===== src/hdl/tqv_pkg.sv =====
// Shared types, constants and helpers of the tile quad vertex generator.
package tqv_pkg;

   localparam int unsigned TQV_MAX_GRID = 256;

   localparam int TW_W   = 9;   // tile width/height register width
   localparam int TPR_W  = 13;  // tiles per row register width
   localparam int SH_W   = 13;  // camera shift width
   localparam int VN_W   = 16;  // vertex number / slot width
   localparam int CSR_IDX_W  = 4;
   localparam int CSR_DATA_W = 16;
   localparam int POS_W  = 22;
   localparam int TU_W   = 21;
   localparam int TV_W   = 25;
   localparam int TILE_W = 16;
   localparam int REM_W  = 12;  // remainder is below tiles per row (<= 4096)

   // register indexes
   localparam logic [CSR_IDX_W-1:0] CSR_TILE_WIDTH    = 4'd0;
   localparam logic [CSR_IDX_W-1:0] CSR_TILE_HEIGHT   = 4'd1;
   localparam logic [CSR_IDX_W-1:0] CSR_TILES_PER_ROW = 4'd2;
   localparam logic [CSR_IDX_W-1:0] CSR_SHIFT_X       = 4'd3;
   localparam logic [CSR_IDX_W-1:0] CSR_SHIFT_Y       = 4'd4;
   localparam logic [CSR_IDX_W-1:0] CSR_BASE_VERTEX   = 4'd5;
   localparam logic [CSR_IDX_W-1:0] CSR_COLOR_SLOT    = 4'd6;
   localparam logic [CSR_IDX_W-1:0] CSR_TEXMODE_SLOT  = 4'd7;

   localparam logic [TW_W-1:0]  TILE_SIZE_RESET = 9'd16;
   localparam logic [TPR_W-1:0] TPR_RESET       = 13'd16;
   localparam logic [TW_W-1:0]  TILE_SIZE_MAX   = 9'd256;
   localparam logic [TPR_W-1:0] TPR_MAX         = 13'd4096;

   localparam logic [1:0] CORNER_LAST = 2'd3;

   typedef enum logic [1:0] {
      ST_IDLE,
      ST_DIV,
      ST_MUL,
      ST_EMIT
   } tqv_state_type;

   typedef struct packed {
      logic load;      // request accepted
      logic div_step;  // advance the divider
      logic mul;       // capture the products
      logic emit;      // vertex taken
   } tqv_cmd_type;

   typedef struct packed {
      logic cell_skip;    // empty or off-grid cell at the request port
      logic div_last;     // final divider step this cycle
      logic corner_last;  // current vertex is the fourth
   } tqv_status_type;

   typedef struct packed {
      logic [TW_W-1:0]         tile_width;
      logic [TW_W-1:0]         tile_height;
      logic [TPR_W-1:0]        tiles_per_row;
      logic signed [SH_W-1:0]  shift_x;
      logic signed [SH_W-1:0]  shift_y;
      logic [VN_W-1:0]         base_vertex;
      logic [VN_W-1:0]         color_slot;
      logic [VN_W-1:0]         texmode_slot;
   } tqv_cfg_type;

   function automatic logic [TW_W-1:0] clamp_size(input logic [TW_W-1:0] v);
      logic [TW_W-1:0] r;
      r = v;
      if (v == '0) r = TW_W'(1);
      else if (v > TILE_SIZE_MAX) r = TILE_SIZE_MAX;
      return r;
   endfunction

   function automatic logic [TPR_W-1:0] clamp_tpr(input logic [TPR_W-1:0] v);
      logic [TPR_W-1:0] r;
      r = v;
      if (v == '0) r = TPR_W'(1);
      else if (v > TPR_MAX) r = TPR_MAX;
      return r;
   endfunction

endpackage


===== src/hdl/tqv_div.sv =====
// Iterative restoring divider, four quotient bits per cycle while step is high.
module tqv_div (
   input  logic                          clock,
   input  logic                          reset,
   input  logic                          start,
   input  logic                          step,
   input  logic [tqv_pkg::TILE_W-1:0]    dividend,
   input  logic [tqv_pkg::TPR_W-1:0]     divisor,
   output logic [tqv_pkg::TILE_W-1:0]    quotient,
   output logic [tqv_pkg::REM_W-1:0]     remainder,
   output logic                          last
);
   import tqv_pkg::*;

   localparam int BITS_PER_STEP = 4;
   localparam int CNT_W = $clog2(TILE_W / BITS_PER_STEP);
   localparam logic [CNT_W-1:0] CNT_LAST = CNT_W'(TILE_W / BITS_PER_STEP - 1);

   logic [TILE_W-1:0] quo_ff, quo_in;
   logic [REM_W-1:0]  rem_ff, rem_in;
   logic [CNT_W-1:0]  cnt_ff, cnt_in;
   logic [REM_W:0]    trial;

   always_comb begin
      quo_in = quo_ff;
      rem_in = rem_ff;
      trial  = '0;
      for (int i = 0; i < BITS_PER_STEP; i++) begin
         trial  = {rem_in, quo_in[TILE_W-1]};
         quo_in = {quo_in[TILE_W-2:0], 1'b0};
         if (trial >= divisor) begin
            rem_in    = REM_W'(trial - divisor);
            quo_in[0] = 1'b1;
         end else begin
            rem_in = trial[REM_W-1:0];
         end
      end
   end

   assign cnt_in = cnt_ff + CNT_W'(1);

   always_ff @(posedge clock) begin
      if (reset) begin
         cnt_ff <= '0;
      end else if (start) begin
         cnt_ff <= '0;
      end else if (step) begin
         cnt_ff <= cnt_in;
      end
   end

   always_ff @(posedge clock) begin
      if (start) begin
         quo_ff <= dividend;
         rem_ff <= '0;
      end else if (step) begin
         quo_ff <= quo_in;
         rem_ff <= rem_in;
      end
   end

   assign quotient  = quo_ff;
   assign remainder = rem_ff;
   assign last      = step && (cnt_ff == CNT_LAST);

endmodule


===== src/hdl/tqv_dpath.sv =====
// Datapath: cell capture, atlas divide, products, corner select, vertex counter.
module tqv_dpath #(
   parameter int unsigned MAX_GRID = tqv_pkg::TQV_MAX_GRID
) (
   input  logic                                clock,
   input  logic                                reset,
   input  tqv_pkg::tqv_cfg_type                cfg,
   input  tqv_pkg::tqv_cmd_type                cmd,
   output tqv_pkg::tqv_status_type             status,
   input  logic [7:0]                          req_column,
   input  logic [7:0]                          req_grid_row,
   input  logic [tqv_pkg::TILE_W-1:0]          req_tile_number,
   input  logic                                req_rotate,
   input  logic                                req_flip,
   input  logic                                req_mirror,
   input  logic                                req_restart,
   output logic [1:0]                          rsp_corner,
   output logic signed [tqv_pkg::POS_W-1:0]    rsp_pos_x,
   output logic signed [tqv_pkg::POS_W-1:0]    rsp_pos_y,
   output logic [tqv_pkg::TU_W-1:0]            rsp_tex_u,
   output logic [tqv_pkg::TV_W-1:0]            rsp_tex_v,
   output logic [tqv_pkg::VN_W-1:0]            rsp_vertex_number,
   output logic [tqv_pkg::VN_W-1:0]            rsp_vertex_color,
   output logic [tqv_pkg::VN_W-1:0]            rsp_vertex_texmode,
   output logic                                rsp_last
);
   import tqv_pkg::*;

   logic [TW_W-1:0]   tw, th;
   logic [TPR_W-1:0]  tpr;

   logic [7:0]        col_ff, row_ff;
   logic              rot_ff, flip_ff, mir_ff;
   logic [TILE_W-1:0] quo;
   logic [REM_W-1:0]  rem;
   logic              div_last;

   logic [16:0]       xo_ff, yo_ff;   // column/row times tile size, pixels
   logic [TU_W-1:0]   u1_ff;
   logic [TV_W-1:0]   v1_ff;

   logic [1:0]        corner_ff;
   logic [VN_W-1:0]   vcnt_ff, vcnt_in;

   logic signed [POS_W-1:0] x0, x1, y0, y1;
   logic [TU_W-1:0]   u2;
   logic [TV_W-1:0]   v2;
   logic              usel, vsel;

   assign tw  = clamp_size(cfg.tile_width);
   assign th  = clamp_size(cfg.tile_height);
   assign tpr = clamp_tpr(cfg.tiles_per_row);

   assign status.cell_skip = (req_tile_number == '0)
                           || (32'(req_column) >= MAX_GRID)
                           || (32'(req_grid_row) >= MAX_GRID);
   assign status.div_last    = div_last;
   assign status.corner_last = (corner_ff == CORNER_LAST);

   tqv_div u_div (
      .clock     (clock),
      .reset     (reset),
      .start     (cmd.load),
      .step      (cmd.div_step),
      .dividend  (req_tile_number - TILE_W'(1)),
      .divisor   (tpr),
      .quotient  (quo),
      .remainder (rem),
      .last      (div_last)
   );

   always_ff @(posedge clock) begin
      if (cmd.load) begin
         col_ff  <= req_column;
         row_ff  <= req_grid_row;
         rot_ff  <= req_rotate;
         flip_ff <= req_flip;
         mir_ff  <= req_mirror;
      end
      if (cmd.mul) begin
         xo_ff <= 17'(col_ff) * 17'(tw);
         yo_ff <= 17'(row_ff) * 17'(th);
         u1_ff <= TU_W'(rem) * TU_W'(tw);
         v1_ff <= TV_W'(quo) * TV_W'(th);
      end
   end

   // corner counter and running vertex number
   always_comb begin
      vcnt_in = vcnt_ff;
      if (cmd.load && req_restart) vcnt_in = cfg.base_vertex;
      else if (cmd.emit)           vcnt_in = vcnt_ff + VN_W'(1);
   end

   always_ff @(posedge clock) begin
      if (reset) begin
         vcnt_ff   <= '0;
         corner_ff <= '0;
      end else begin
         vcnt_ff <= vcnt_in;
         if (cmd.mul)       corner_ff <= '0;
         else if (cmd.emit) corner_ff <= corner_ff + 2'd1;
      end
   end

   // quad edges
   assign x0 = $signed({{(POS_W-SH_W){cfg.shift_x[SH_W-1]}}, cfg.shift_x})
             + $signed({1'b0, xo_ff, 4'b0000});
   assign y0 = $signed({{(POS_W-SH_W){cfg.shift_y[SH_W-1]}}, cfg.shift_y})
             + $signed({1'b0, yo_ff, 4'b0000});
   assign x1 = x0 + $signed({(POS_W-TW_W-4)'(0), tw, 4'b0000});
   assign y1 = y0 + $signed({(POS_W-TW_W-4)'(0), th, 4'b0000});
   assign u2 = u1_ff + TU_W'(tw);
   assign v2 = v1_ff + TV_W'(th);

   // rotate swaps which corner bit walks u and v; flip/mirror pick the swaps
   assign usel = (rot_ff ? corner_ff[1] : corner_ff[0]) ^ (rot_ff ? flip_ff : mir_ff);
   assign vsel = (rot_ff ? corner_ff[0] : corner_ff[1]) ^ (rot_ff ? mir_ff : flip_ff);

   assign rsp_corner         = corner_ff;
   assign rsp_pos_x          = corner_ff[0] ? x1 : x0;
   assign rsp_pos_y          = corner_ff[1] ? y1 : y0;
   assign rsp_tex_u          = usel ? u2 : u1_ff;
   assign rsp_tex_v          = vsel ? v2 : v1_ff;
   assign rsp_vertex_number  = vcnt_ff;
   assign rsp_vertex_color   = cfg.color_slot;
   assign rsp_vertex_texmode = cfg.texmode_slot;
   assign rsp_last           = status.corner_last;

endmodule


===== src/hdl/tqv_ctrl.sv =====
// Controller: sequences accept, divide, multiply and the four vertex handoffs.
module tqv_ctrl (
   input  logic                     clock,
   input  logic                     reset,
   input  logic                     req_valid,
   output logic                     req_ready,
   output logic                     rsp_valid,
   input  logic                     rsp_ready,
   input  tqv_pkg::tqv_status_type  status,
   output tqv_pkg::tqv_cmd_type     cmd
);
   import tqv_pkg::*;

   tqv_state_type state_ff, state_in;

   always_comb begin
      state_in = state_ff;
      case (state_ff)
         ST_IDLE: begin
            if (req_valid && !status.cell_skip) state_in = ST_DIV;
         end
         ST_DIV: begin
            if (status.div_last) state_in = ST_MUL;
         end
         ST_MUL: begin
            state_in = ST_EMIT;
         end
         ST_EMIT: begin
            if (rsp_ready && status.corner_last) state_in = ST_IDLE;
         end
         default: begin
            state_in = ST_IDLE;
         end
      endcase
   end

   always_comb begin
      req_ready    = 1'b0;
      rsp_valid    = 1'b0;
      cmd          = '0;
      case (state_ff)
         ST_IDLE: begin
            req_ready = 1'b1;
            cmd.load  = req_valid;
         end
         ST_DIV: begin
            cmd.div_step = 1'b1;
         end
         ST_MUL: begin
            cmd.mul = 1'b1;
         end
         ST_EMIT: begin
            rsp_valid = 1'b1;
            cmd.emit  = rsp_ready;
         end
         default: begin
            cmd = '0;
         end
      endcase
   end

   always_ff @(posedge clock) begin
      if (reset) begin
         state_ff <= ST_IDLE;
      end else begin
         state_ff <= state_in;
      end
   end

endmodule


===== src/hdl/tile_quad_vertex_generator.sv =====
// Tile quad vertex generator top level: turns each non-empty cell into four quad vertices.
// Sequence: a non-empty cell is accepted while idle, then divided (16-bit tile index
//   by tiles-per-row, 4 quotient bits a cycle), then multiplied; the four vertices
//   then follow, one vertex per cycle while rsp_ready is high.
// No new cell is taken until a quad's fourth vertex is; empty cells go at one per cycle.
// Reset: synchronous, active high; registers return to 16,16,16,0,0,0,0,0, counter to 0.
module tile_quad_vertex_generator #(
   parameter int unsigned MAX_GRID = tqv_pkg::TQV_MAX_GRID
) (
   input  logic                                clock,
   input  logic                                reset,
   // cell requests
   input  logic                                req_valid,
   output logic                                req_ready,
   input  logic [7:0]                          req_column,
   input  logic [7:0]                          req_grid_row,
   input  logic [tqv_pkg::TILE_W-1:0]          req_tile_number,
   input  logic                                req_rotate,
   input  logic                                req_flip,
   input  logic                                req_mirror,
   input  logic                                req_restart,
   // vertex results
   output logic                                rsp_valid,
   input  logic                                rsp_ready,
   output logic [1:0]                          rsp_corner,
   output logic signed [tqv_pkg::POS_W-1:0]    rsp_pos_x,
   output logic signed [tqv_pkg::POS_W-1:0]    rsp_pos_y,
   output logic [tqv_pkg::TU_W-1:0]            rsp_tex_u,
   output logic [tqv_pkg::TV_W-1:0]            rsp_tex_v,
   output logic [tqv_pkg::VN_W-1:0]            rsp_vertex_number,
   output logic [tqv_pkg::VN_W-1:0]            rsp_vertex_color,
   output logic [tqv_pkg::VN_W-1:0]            rsp_vertex_texmode,
   output logic                                rsp_last,
   // register writes
   input  logic                                csr_write,
   input  logic [tqv_pkg::CSR_IDX_W-1:0]       csr_index,
   input  logic [tqv_pkg::CSR_DATA_W-1:0]      csr_data
);
   import tqv_pkg::*;

   tqv_cfg_type    cfg_ff;
   tqv_cmd_type    cmd;
   tqv_status_type status;

   // Register file. The user must make writes only while idle (not enforced here), so the
   // datapath reads the registers directly; sizes are clamped where they are used.
   always_ff @(posedge clock) begin
      if (reset) begin
         cfg_ff.tile_width    <= TILE_SIZE_RESET;
         cfg_ff.tile_height   <= TILE_SIZE_RESET;
         cfg_ff.tiles_per_row <= TPR_RESET;
         cfg_ff.shift_x       <= '0;
         cfg_ff.shift_y       <= '0;
         cfg_ff.base_vertex   <= '0;
         cfg_ff.color_slot    <= '0;
         cfg_ff.texmode_slot  <= '0;
      end else if (csr_write) begin
         case (csr_index)
            CSR_TILE_WIDTH:    cfg_ff.tile_width    <= csr_data[TW_W-1:0];
            CSR_TILE_HEIGHT:   cfg_ff.tile_height   <= csr_data[TW_W-1:0];
            CSR_TILES_PER_ROW: cfg_ff.tiles_per_row <= csr_data[TPR_W-1:0];
            CSR_SHIFT_X:       cfg_ff.shift_x       <= csr_data[SH_W-1:0];
            CSR_SHIFT_Y:       cfg_ff.shift_y       <= csr_data[SH_W-1:0];
            CSR_BASE_VERTEX:   cfg_ff.base_vertex   <= csr_data[VN_W-1:0];
            CSR_COLOR_SLOT:    cfg_ff.color_slot    <= csr_data[VN_W-1:0];
            CSR_TEXMODE_SLOT:  cfg_ff.texmode_slot  <= csr_data[VN_W-1:0];
            default: begin
               // unknown index: write dropped
            end
         endcase
      end
   end

   tqv_ctrl u_ctrl (
      .clock     (clock),
      .reset     (reset),
      .req_valid (req_valid),
      .req_ready (req_ready),
      .rsp_valid (rsp_valid),
      .rsp_ready (rsp_ready),
      .status    (status),
      .cmd       (cmd)
   );

   tqv_dpath #(
      .MAX_GRID (MAX_GRID)
   ) u_dpath (
      .clock              (clock),
      .reset              (reset),
      .cfg                (cfg_ff),
      .cmd                (cmd),
      .status             (status),
      .req_column         (req_column),
      .req_grid_row       (req_grid_row),
      .req_tile_number    (req_tile_number),
      .req_rotate         (req_rotate),
      .req_flip           (req_flip),
      .req_mirror         (req_mirror),
      .req_restart        (req_restart),
      .rsp_corner         (rsp_corner),
      .rsp_pos_x          (rsp_pos_x),
      .rsp_pos_y          (rsp_pos_y),
      .rsp_tex_u          (rsp_tex_u),
      .rsp_tex_v          (rsp_tex_v),
      .rsp_vertex_number  (rsp_vertex_number),
      .rsp_vertex_color   (rsp_vertex_color),
      .rsp_vertex_texmode (rsp_vertex_texmode),
      .rsp_last           (rsp_last)
   );

endmodule


===== config.mk =====
export PLATFORM = sky130hd
export DESIGN_NAME = tile_quad_vertex_generator
export DESIGN_NICKNAME = d
export VERILOG_FILES = /design/src/hdl/tqv_pkg.sv /design/src/hdl/tqv_div.sv /design/src/hdl/tqv_dpath.sv /design/src/hdl/tqv_ctrl.sv /design/src/hdl/tile_quad_vertex_generator.sv
export SDC_FILE = /design/constraint.sdc
export NUM_CORES = 2
export LEC_CHECK = 0
export BUFFER_PORTS_ARGS = -buffer_cell sky130_fd_sc_hd__buf_2
export CORE_ASPECT_RATIO = 0.5
export CORE_MARGIN = 4
export CORE_UTILIZATION = 53
export CTS_BUF_LIST = sky130_fd_sc_hd__clkbuf_16
export DETAILED_ROUTE_END_ITERATION = 6
export PLACE_DENSITY = 0.84
export SYNTH_ARGS = -nofsm -noshare
export SYNTH_HDL_FRONTEND = slang
export SYNTH_SLANG_ARGS = --single-unit

===== constraint.sdc =====
create_clock -name clock -period 7.6 [get_ports clock]
set_input_delay 0.38 -clock clock [delete_from_list [all_inputs] [get_ports clock]]
set_output_delay 0.38 -clock clock [all_outputs]
set_load 0.02 [all_outputs]

Word-level counts from Yosys, hierarchy flattened
Index checks and enable logic that the tools add are counted.
{"block": "classes", "add_sub_neg": 14, "mul": 4, "n_lt_le_gt_ge": 7, "eq_ne": 15, "muxes": 36, "n_bitwise": 2, "reduce_logical": 24}
{"op": "two-way mux 16 bit", "count": 4}
{"op": ">= comparator 13 bit", "count": 4}
{"op": "two-way mux 12 bit", "count": 4}
{"op": "subtractor 12 bit", "count": 4}
{"op": "adder 13 x 22 -> 22 bit", "count": 2}
{"op": "adder 22 x 14 -> 22 bit", "count": 2}
{"op": "two-way mux 22 bit", "count": 2}
{"op": "two-way mux 9 bit", "count": 4}
{"op": "multiplier 8 x 9 -> 17 bit", "count": 2}
{"op": "two-way mux 13 bit", "count": 2}
{"op": "adder 25 x 9 -> 25 bit", "count": 1}
{"op": "multiplier 16 x 9 -> 25 bit", "count": 1}
{"op": "two-way mux 25 bit", "count": 1}
{"op": "adder 21 x 9 -> 21 bit", "count": 1}
{"op": "multiplier 12 x 9 -> 21 bit", "count": 1}
{"op": "two-way mux 21 bit", "count": 1}
{"op": "> comparator 9 bit, second input constant", "count": 2}
{"op": "logical NOT 9 bit", "count": 2}
{"op": "adder 16 x 1 -> 16 bit, second input constant", "count": 1}
{"op": "== test 4 x 3 -> 1 bit, second input constant", "count": 4}
{"op": "logical NOT 16 bit", "count": 1}
{"op": "AND reduction 2 bit", "count": 8}
{"op": "subtractor 16 x 1 -> 16 bit, second input constant", "count": 1}
{"op": "two-way mux 1 bit", "count": 14}
{"op": "18 further kinds", "count": 33}
{"block": "totals", "register_bits": 254, "inputBits": 61, "out_inout_bits": 143, "elab_cells": 125}

Logic depth before layout (Yosys ltp)
{"block": "logic_depth", "word_depth": 13, "ltp_mapped": 41, "depth_no_buf": 38}

By module
Synthesis repeated with hierarchy kept, for this count alone.
{"block": "hier_totals", "hier_cells": 3256, "hier_area_um2": 29712.2}
{"module": "tqv_dpath", "n_inst": 1, "cells_per_inst": 2362, "area_each_um2": 21234.1, "seq_area_each_um2": 3333.2}
{"module": "tile_quad_vertex_generator", "n_inst": 1, "cells_per_inst": 376, "area_each_um2": 4167.7, "seq_area_each_um2": 2102.0}
{"module": "tqv_div", "n_inst": 1, "cells_per_inst": 497, "area_each_um2": 4116.4, "seq_area_each_um2": 760.7}
{"module": "tqv_ctrl", "n_inst": 1, "cells_per_inst": 21, "area_each_um2": 193.9, "seq_area_each_um2": 40.0}

Worst setup path after synthesis
Ideal clock, no wire load.
{"block": "synth_timing", "kind": "reg2reg", "from": "reg cfg_ff[86] (netlist bit)", "to": "reg u_dpath.u_div.rem_ff[2] (netlist: u_dpath.u_div.remainder[2])", "t_arrival_ps": 7417, "setup_slack_ps": 14, "stages_incl_launch_ff": 38, "path_buffers": 4, "synth_period_minus_slack_ps": 7586, "path_cell_list": "dfxtp_1 inv_1 clkbuf_1 nand2_1 ha_1 nand4_1 nor2_1 o21ai_1 o211a_1 nor2_2 mux2_2 ha_1 a21oi_1 o21ai_1 or3_1 o21ai_4 a21oi_2 buf_2 [2 not listed] nor2_1 nor3b_1 nand3_1 a21o_1 a31oi_1 clkbuf_1 nor2_1 a21oi_1 ha_1 nor2b_1 o31a_1 nor4_1 o31ai_2 o221ai_1 a21oi_4 buf_2 o211ai_1 a21oi_1"}
{"block": "synth_between", "elab_chain_cells": 11, "elab_cells_between_ends": 16}
{"item": "start, declared", "line_no": "tile_quad_vertex_generator.sv:41", "source": "tqv_cfg_type cfg_ff;"}
{"item": "> comparator 13 bit", "line_no": "tqv_pkg.sv:78", "source": "else if (v > TPR_MAX) r = TPR_MAX;"}
{"item": "two-way mux 13 bit", "line_no": "tqv_pkg.sv:78"}
{"item": "two-way mux 13 bit (*)", "line_no": "tqv_pkg.sv:77", "source": "if (v == '0) r = TPR_W'(1);"}
{"item": "subtractor 12 bit / >= comparator 13 bit (equally long branches)", "line_no": "tqv_div.sv:32, tqv_div.sv:31"}
{"item": "two-way mux 12 bit", "line_no": "tqv_div.sv:31", "source": "if (trial >= divisor) begin"}
{"item": "subtractor 12 bit / >= comparator 13 bit (equally long branches)", "line_no": "tqv_div.sv:32, tqv_div.sv:31"}
{"item": "two-way mux 12 bit", "line_no": "tqv_div.sv:31"}
{"item": ">= comparator 13 bit / subtractor 12 bit (equally long branches)", "line_no": "tqv_div.sv:31, tqv_div.sv:32"}
{"item": "two-way mux 12 bit", "line_no": "tqv_div.sv:31"}
{"item": "subtractor 12 bit / >= comparator 13 bit (equally long branches)", "line_no": "tqv_div.sv:32, tqv_div.sv:31"}
{"item": "two-way mux 12 bit (*)", "line_no": "tqv_div.sv:31"}
{"item": "end signal, assigned", "line_no": "tqv_div.sv:58", "source": "rem_ff <= rem_in;"}
{"item": "end, declared", "line_no": "tqv_div.sv:20", "source": "logic [REM_W-1:0] rem_ff, rem_in;"}
Mark *: on every way between the ends. The rest lies on a longest branch, timed or not.
A chain may end at the register's enable or synchronous reset.

Worst setup path after layout
{"block": "layout_timing", "from": "reg cfg_ff[78] (netlist bit)", "to": "reg u_dpath.u_div.rem_ff[0] (netlist: u_dpath.u_div.remainder[0])"}
{"block": "layout_between", "elab_chain_cells": 11, "elab_cells_between_ends": 16}
{"item": "> comparator 13 bit", "line_no": "tqv_pkg.sv:78"}
{"item": "two-way mux 13 bit", "line_no": "tqv_pkg.sv:78"}
{"item": "two-way mux 13 bit (*)", "line_no": "tqv_pkg.sv:77"}
{"item": "subtractor 12 bit / >= comparator 13 bit (equally long branches)", "line_no": "tqv_div.sv:32, tqv_div.sv:31"}
{"item": "two-way mux 12 bit", "line_no": "tqv_div.sv:31"}
{"item": "subtractor 12 bit / >= comparator 13 bit (equally long branches)", "line_no": "tqv_div.sv:32, tqv_div.sv:31"}
{"item": "two-way mux 12 bit", "line_no": "tqv_div.sv:31"}
{"item": "subtractor 12 bit / >= comparator 13 bit (equally long branches)", "line_no": "tqv_div.sv:32, tqv_div.sv:31"}
{"item": "two-way mux 12 bit", "line_no": "tqv_div.sv:31"}
{"item": ">= comparator 13 bit", "line_no": "tqv_div.sv:31"}
{"item": "two-way mux 12 bit (*)", "line_no": "tqv_div.sv:31"}
Marked as above.

==> impl_metrics.yaml <==
floorplan:
  die_h_um: 172
  dieWidth_um: 336
  initial_core_util_pct: 54.2
  pin_count: 204
  dieArea_sq_mm: 0.0578
  core_area_sq_mm: 0.0526
  rows: 59
sta:
  worst_pin_slew_ns: 1.37
  slew_viol_final: 0
  fin_ws_ns: -0.0390
  fin_skew_ns: 0.0179
  rsz0062_at_grt: "true"
  hold_viol_final: 0
  post-route-period-util_pct: 101
  fin_crit_ns: 7.64
  finalSetupViolCount: 1
  relSlewSlack_pct: 8.80
  fmax_ghz: 0.131
logic_synthesis:
  yosys_warnings: 0
  synth_edf_count: 115
  postSynthCellCount: 3263
  syn_nets: 3878
  yosysTopAreaCell: "fa_1"
  yosys_most_used_dff: "dfxtp_1"
  synthTopCellsByArea: "fa_1 (19%), ha_1 (13%), edfxtp_1 (12%)"
  synth_top_area_share_pct: 18.5
  synthArstFlopShare_pct: 0
  yosysMostFrequentCell: "nand2_1"
  synth_common_cells: "nand2_1 (475), inv_1 (345), ha_1 (290)"
  syn_area_per_cell_sq_um: 8.74
  ys_ff_latch: 254
  netlist_area_sq_mm: 0.0285
  synth_cell_types: 79
  ys_seq_area_share_pct: 21.9
min_path:
  min-delay-start: "csr_data[14]"
  min_delay_path_depth: 3
  min_path_type: "in2reg"
  hold_end: "cfg_ff[14]"
global_route:
  grt_max_degree: 106
  grt_use_total_pct: 26.7
  grt_pass1_vias: 25085
  gr-total-overflow: 0
  antenna_found_initial: 2
  grt_pass1_wl_mm: 125
placed_design:
  io_buffers: 203
  dp_slack_ns: -0.272
  gp_congestion: 0.948
  post-dp-hpwl_mm: 59.8
clocking:
  cts_tree: "yes"
  clock-sinks: 254
  cts_buffer_depth: 3
  cts_root_buf: "clkbuf_16"
  cts_made_buffers: 26
  clkTransAtPathRegs_ns: 0.07
  htreeDepth: 1
  clk_latency_ns: 0.57
setup_path:
  cp-startpoint: "cfg_ff[78]"
  cpMaxStageDelayCell: "or3_4"
  crit_path_frequent_cell: "buf_4"
  start_kind: "register"
  critical-path-max-stage-delay_ns: 0.41
  cp_data_required_time_ns: 8.05
  r2r-start: "cfg_ff[78]"
  worstSetupPathType: "reg2reg"
  crit_buf_inv: 8
  reg2regPathDepth: 44
  cp.arrival_ns: 8.09
  cp_max_fo: 7
  r2r_slack_ns: -0.04
  crit_family: "compound AO/OA/AOI/OAI gates"
  end_kind: "register"
  timing.rr.end: "u_dpath.u_div.remainder[0]"
route:
  drc: 0
  wl_per_cell_um: 18.3
  first_pass_iters: 6
  vias: 24407
  first_iter_violations: 2190
  viasPerCell: 5.73
  wl_mm: 78.0
  ant_nets: 0
run_status:
  status: "complete, but fails checks"
  failed_checks: "negative setup slack"
finish:
  drive_gt1_share_pct: 15.7
  ff_latch_area_sq_mm: 0.00624
  fillerInstances: 4171
  multiInputGateArea_sq_mm: 0.0206
  area.growth.synth_to_final_pct: 14.3
  fin_nets: 4154
run:
  drv_cap: 0
-- tightest hold or removal path, cell delays in order --
cell and delay, ns:
buf_2 0.13, nand2_1 0.06, a21oi_1 0.05
-- worst max-delay path by stage --
stage	to	slack, ns	depth (start not counted)
after floorplan	u_dpath.u_div.remainder[2]	0.01	37
after global placement	u_dpath.u_div.remainder[10]	-0.18	41
after detailed placement	u_dpath.u_div.remainder[11]	-0.27	39
after CTS	u_dpath.u_div.remainder[0]	0.001	41
after global routing	u_dpath.u_div.remainder[0]	-0.45	44
final	u_dpath.u_div.remainder[0]	-0.04	44
-- per-stage QoR --
| stage | std cells | area, sq um | utilization, % | TNS [ns] | hold WS (ns) |
|---|---|---|---|---|---|
| floorplan | 3263 | 28500 | - | 0 | 0.437 |
| global placement | 4181 | 31100 | 59.1 | -1.56 | 0.440 |
| detailed placement | 4181 | 31100 | 59.1 | -3.03 | 0.446 |
| CTS | 4250 | 32200 | 61.3 | 0 | 0.0608 |
| global route | 4260 | 32600 | 62.0 | -4.66 | 0.0710 |
| finish | 4260 | 32600 | 62.0 | -0.0390 | 0.0935 |
-- registers in the layout (all words and copies together), names as in the netlist, 8 cells and up --
name	cells
u_dpath.yo_ff	17
u_dpath.u_div.remainder	12
cfg_ff	105
u_dpath.row_ff	8
u_dpath.rsp_vertex_number	16
u_dpath.u1_ff	21
u_dpath.v1_ff	25
u_dpath.xo_ff	17
u_dpath.u_div.quotient	16
u_dpath.col_ff	8
-- cells by family (layout without fill, tap and decap cells) --
logic type                 Yosys count  in the layout  synth area share [%]
adders and majority gates          554            554                  31.3
AOI/OAI and AO/OA                  498            499                  10.9
DFF                                254            254                  21.9
buffers and inverters              525            819                  7.47
other                                0              1                     0
xor gates and xnor gates           220            220                  6.76
and+or+nand+nor                   1112           1112                  18.1
muxes                              100            100                  3.63
-- what timing repair did --
| item | CTS | global route |
|---|---|---|
| gates cloned | 1 | 0 |
| endpoints found under the hold margin | 19 | 0 |
| gates resized for setup | 14 | 70 |
| setup endpoints to repair | 13 | 13 |
| pin swaps | 4 | 22 |
| hold buffers | 19 | 0 |
| buffers inserted | 2 | 11 |
-- per-layer routing --
layer / vias to the layer above / global-route usage [%] / share of wire [%]
li1: 11291 / - / -
met1: 11947 / 32.3 / 39
met2: 927 / 47.8 / 49
met3: 242 / 4.05 / 7.4
met4: 0 / 11.8 / 4.6
met5: - / 0 / 0
-- area by class of cell --
class,count,share of cell area [%]
multi-input cells,2485,63.1
flip-flops and latches,254,19.1
repair buffers,425,8.46
inverters,347,3.99
well taps,701,2.69
clock buffers,28,2.15
clock inverters,19,0.464
diodes,1,0.00768
-- cell usage in the layout (no fill, tap or decap), types with 6 or more instances in the layout --
master / instances
mux2i_1: 71
fa_1: 263
edfxtp_1: 115
o21bai_1: 17
nand3b_1: 7
buf_6: 7
inv_1: 348
nand3_1: 47
dlygate4sd3_1: 19
mux2_2: 26
nor2_1: 206
a21oi_2: 9
xnor2_1: 136
o21ai_0: 92
buf_2: 202
a211oi_1: 25
nor2b_1: 39
o21ai_1: 26
buf_4: 197
o211ai_1: 13
a21o_1: 33
clkbuf_16: 28
ha_4: 9
xor2_1: 84
and2_1: 167
nand2b_1: 19
nand2_1: 472
o21a_1: 28
a21oi_1: 163
a31oi_1: 11
nor4_1: 9
or2_2: 6
ha_1: 281
o31a_1: 10
nand4_1: 14
and3_1: 24
nor3_1: 48
dfxtp_1: 137
or3_1: 12
Power is left out: the tool's default activity adds up to more than one toggle a clock period on the data nets, which glitch-free logic cannot reach.
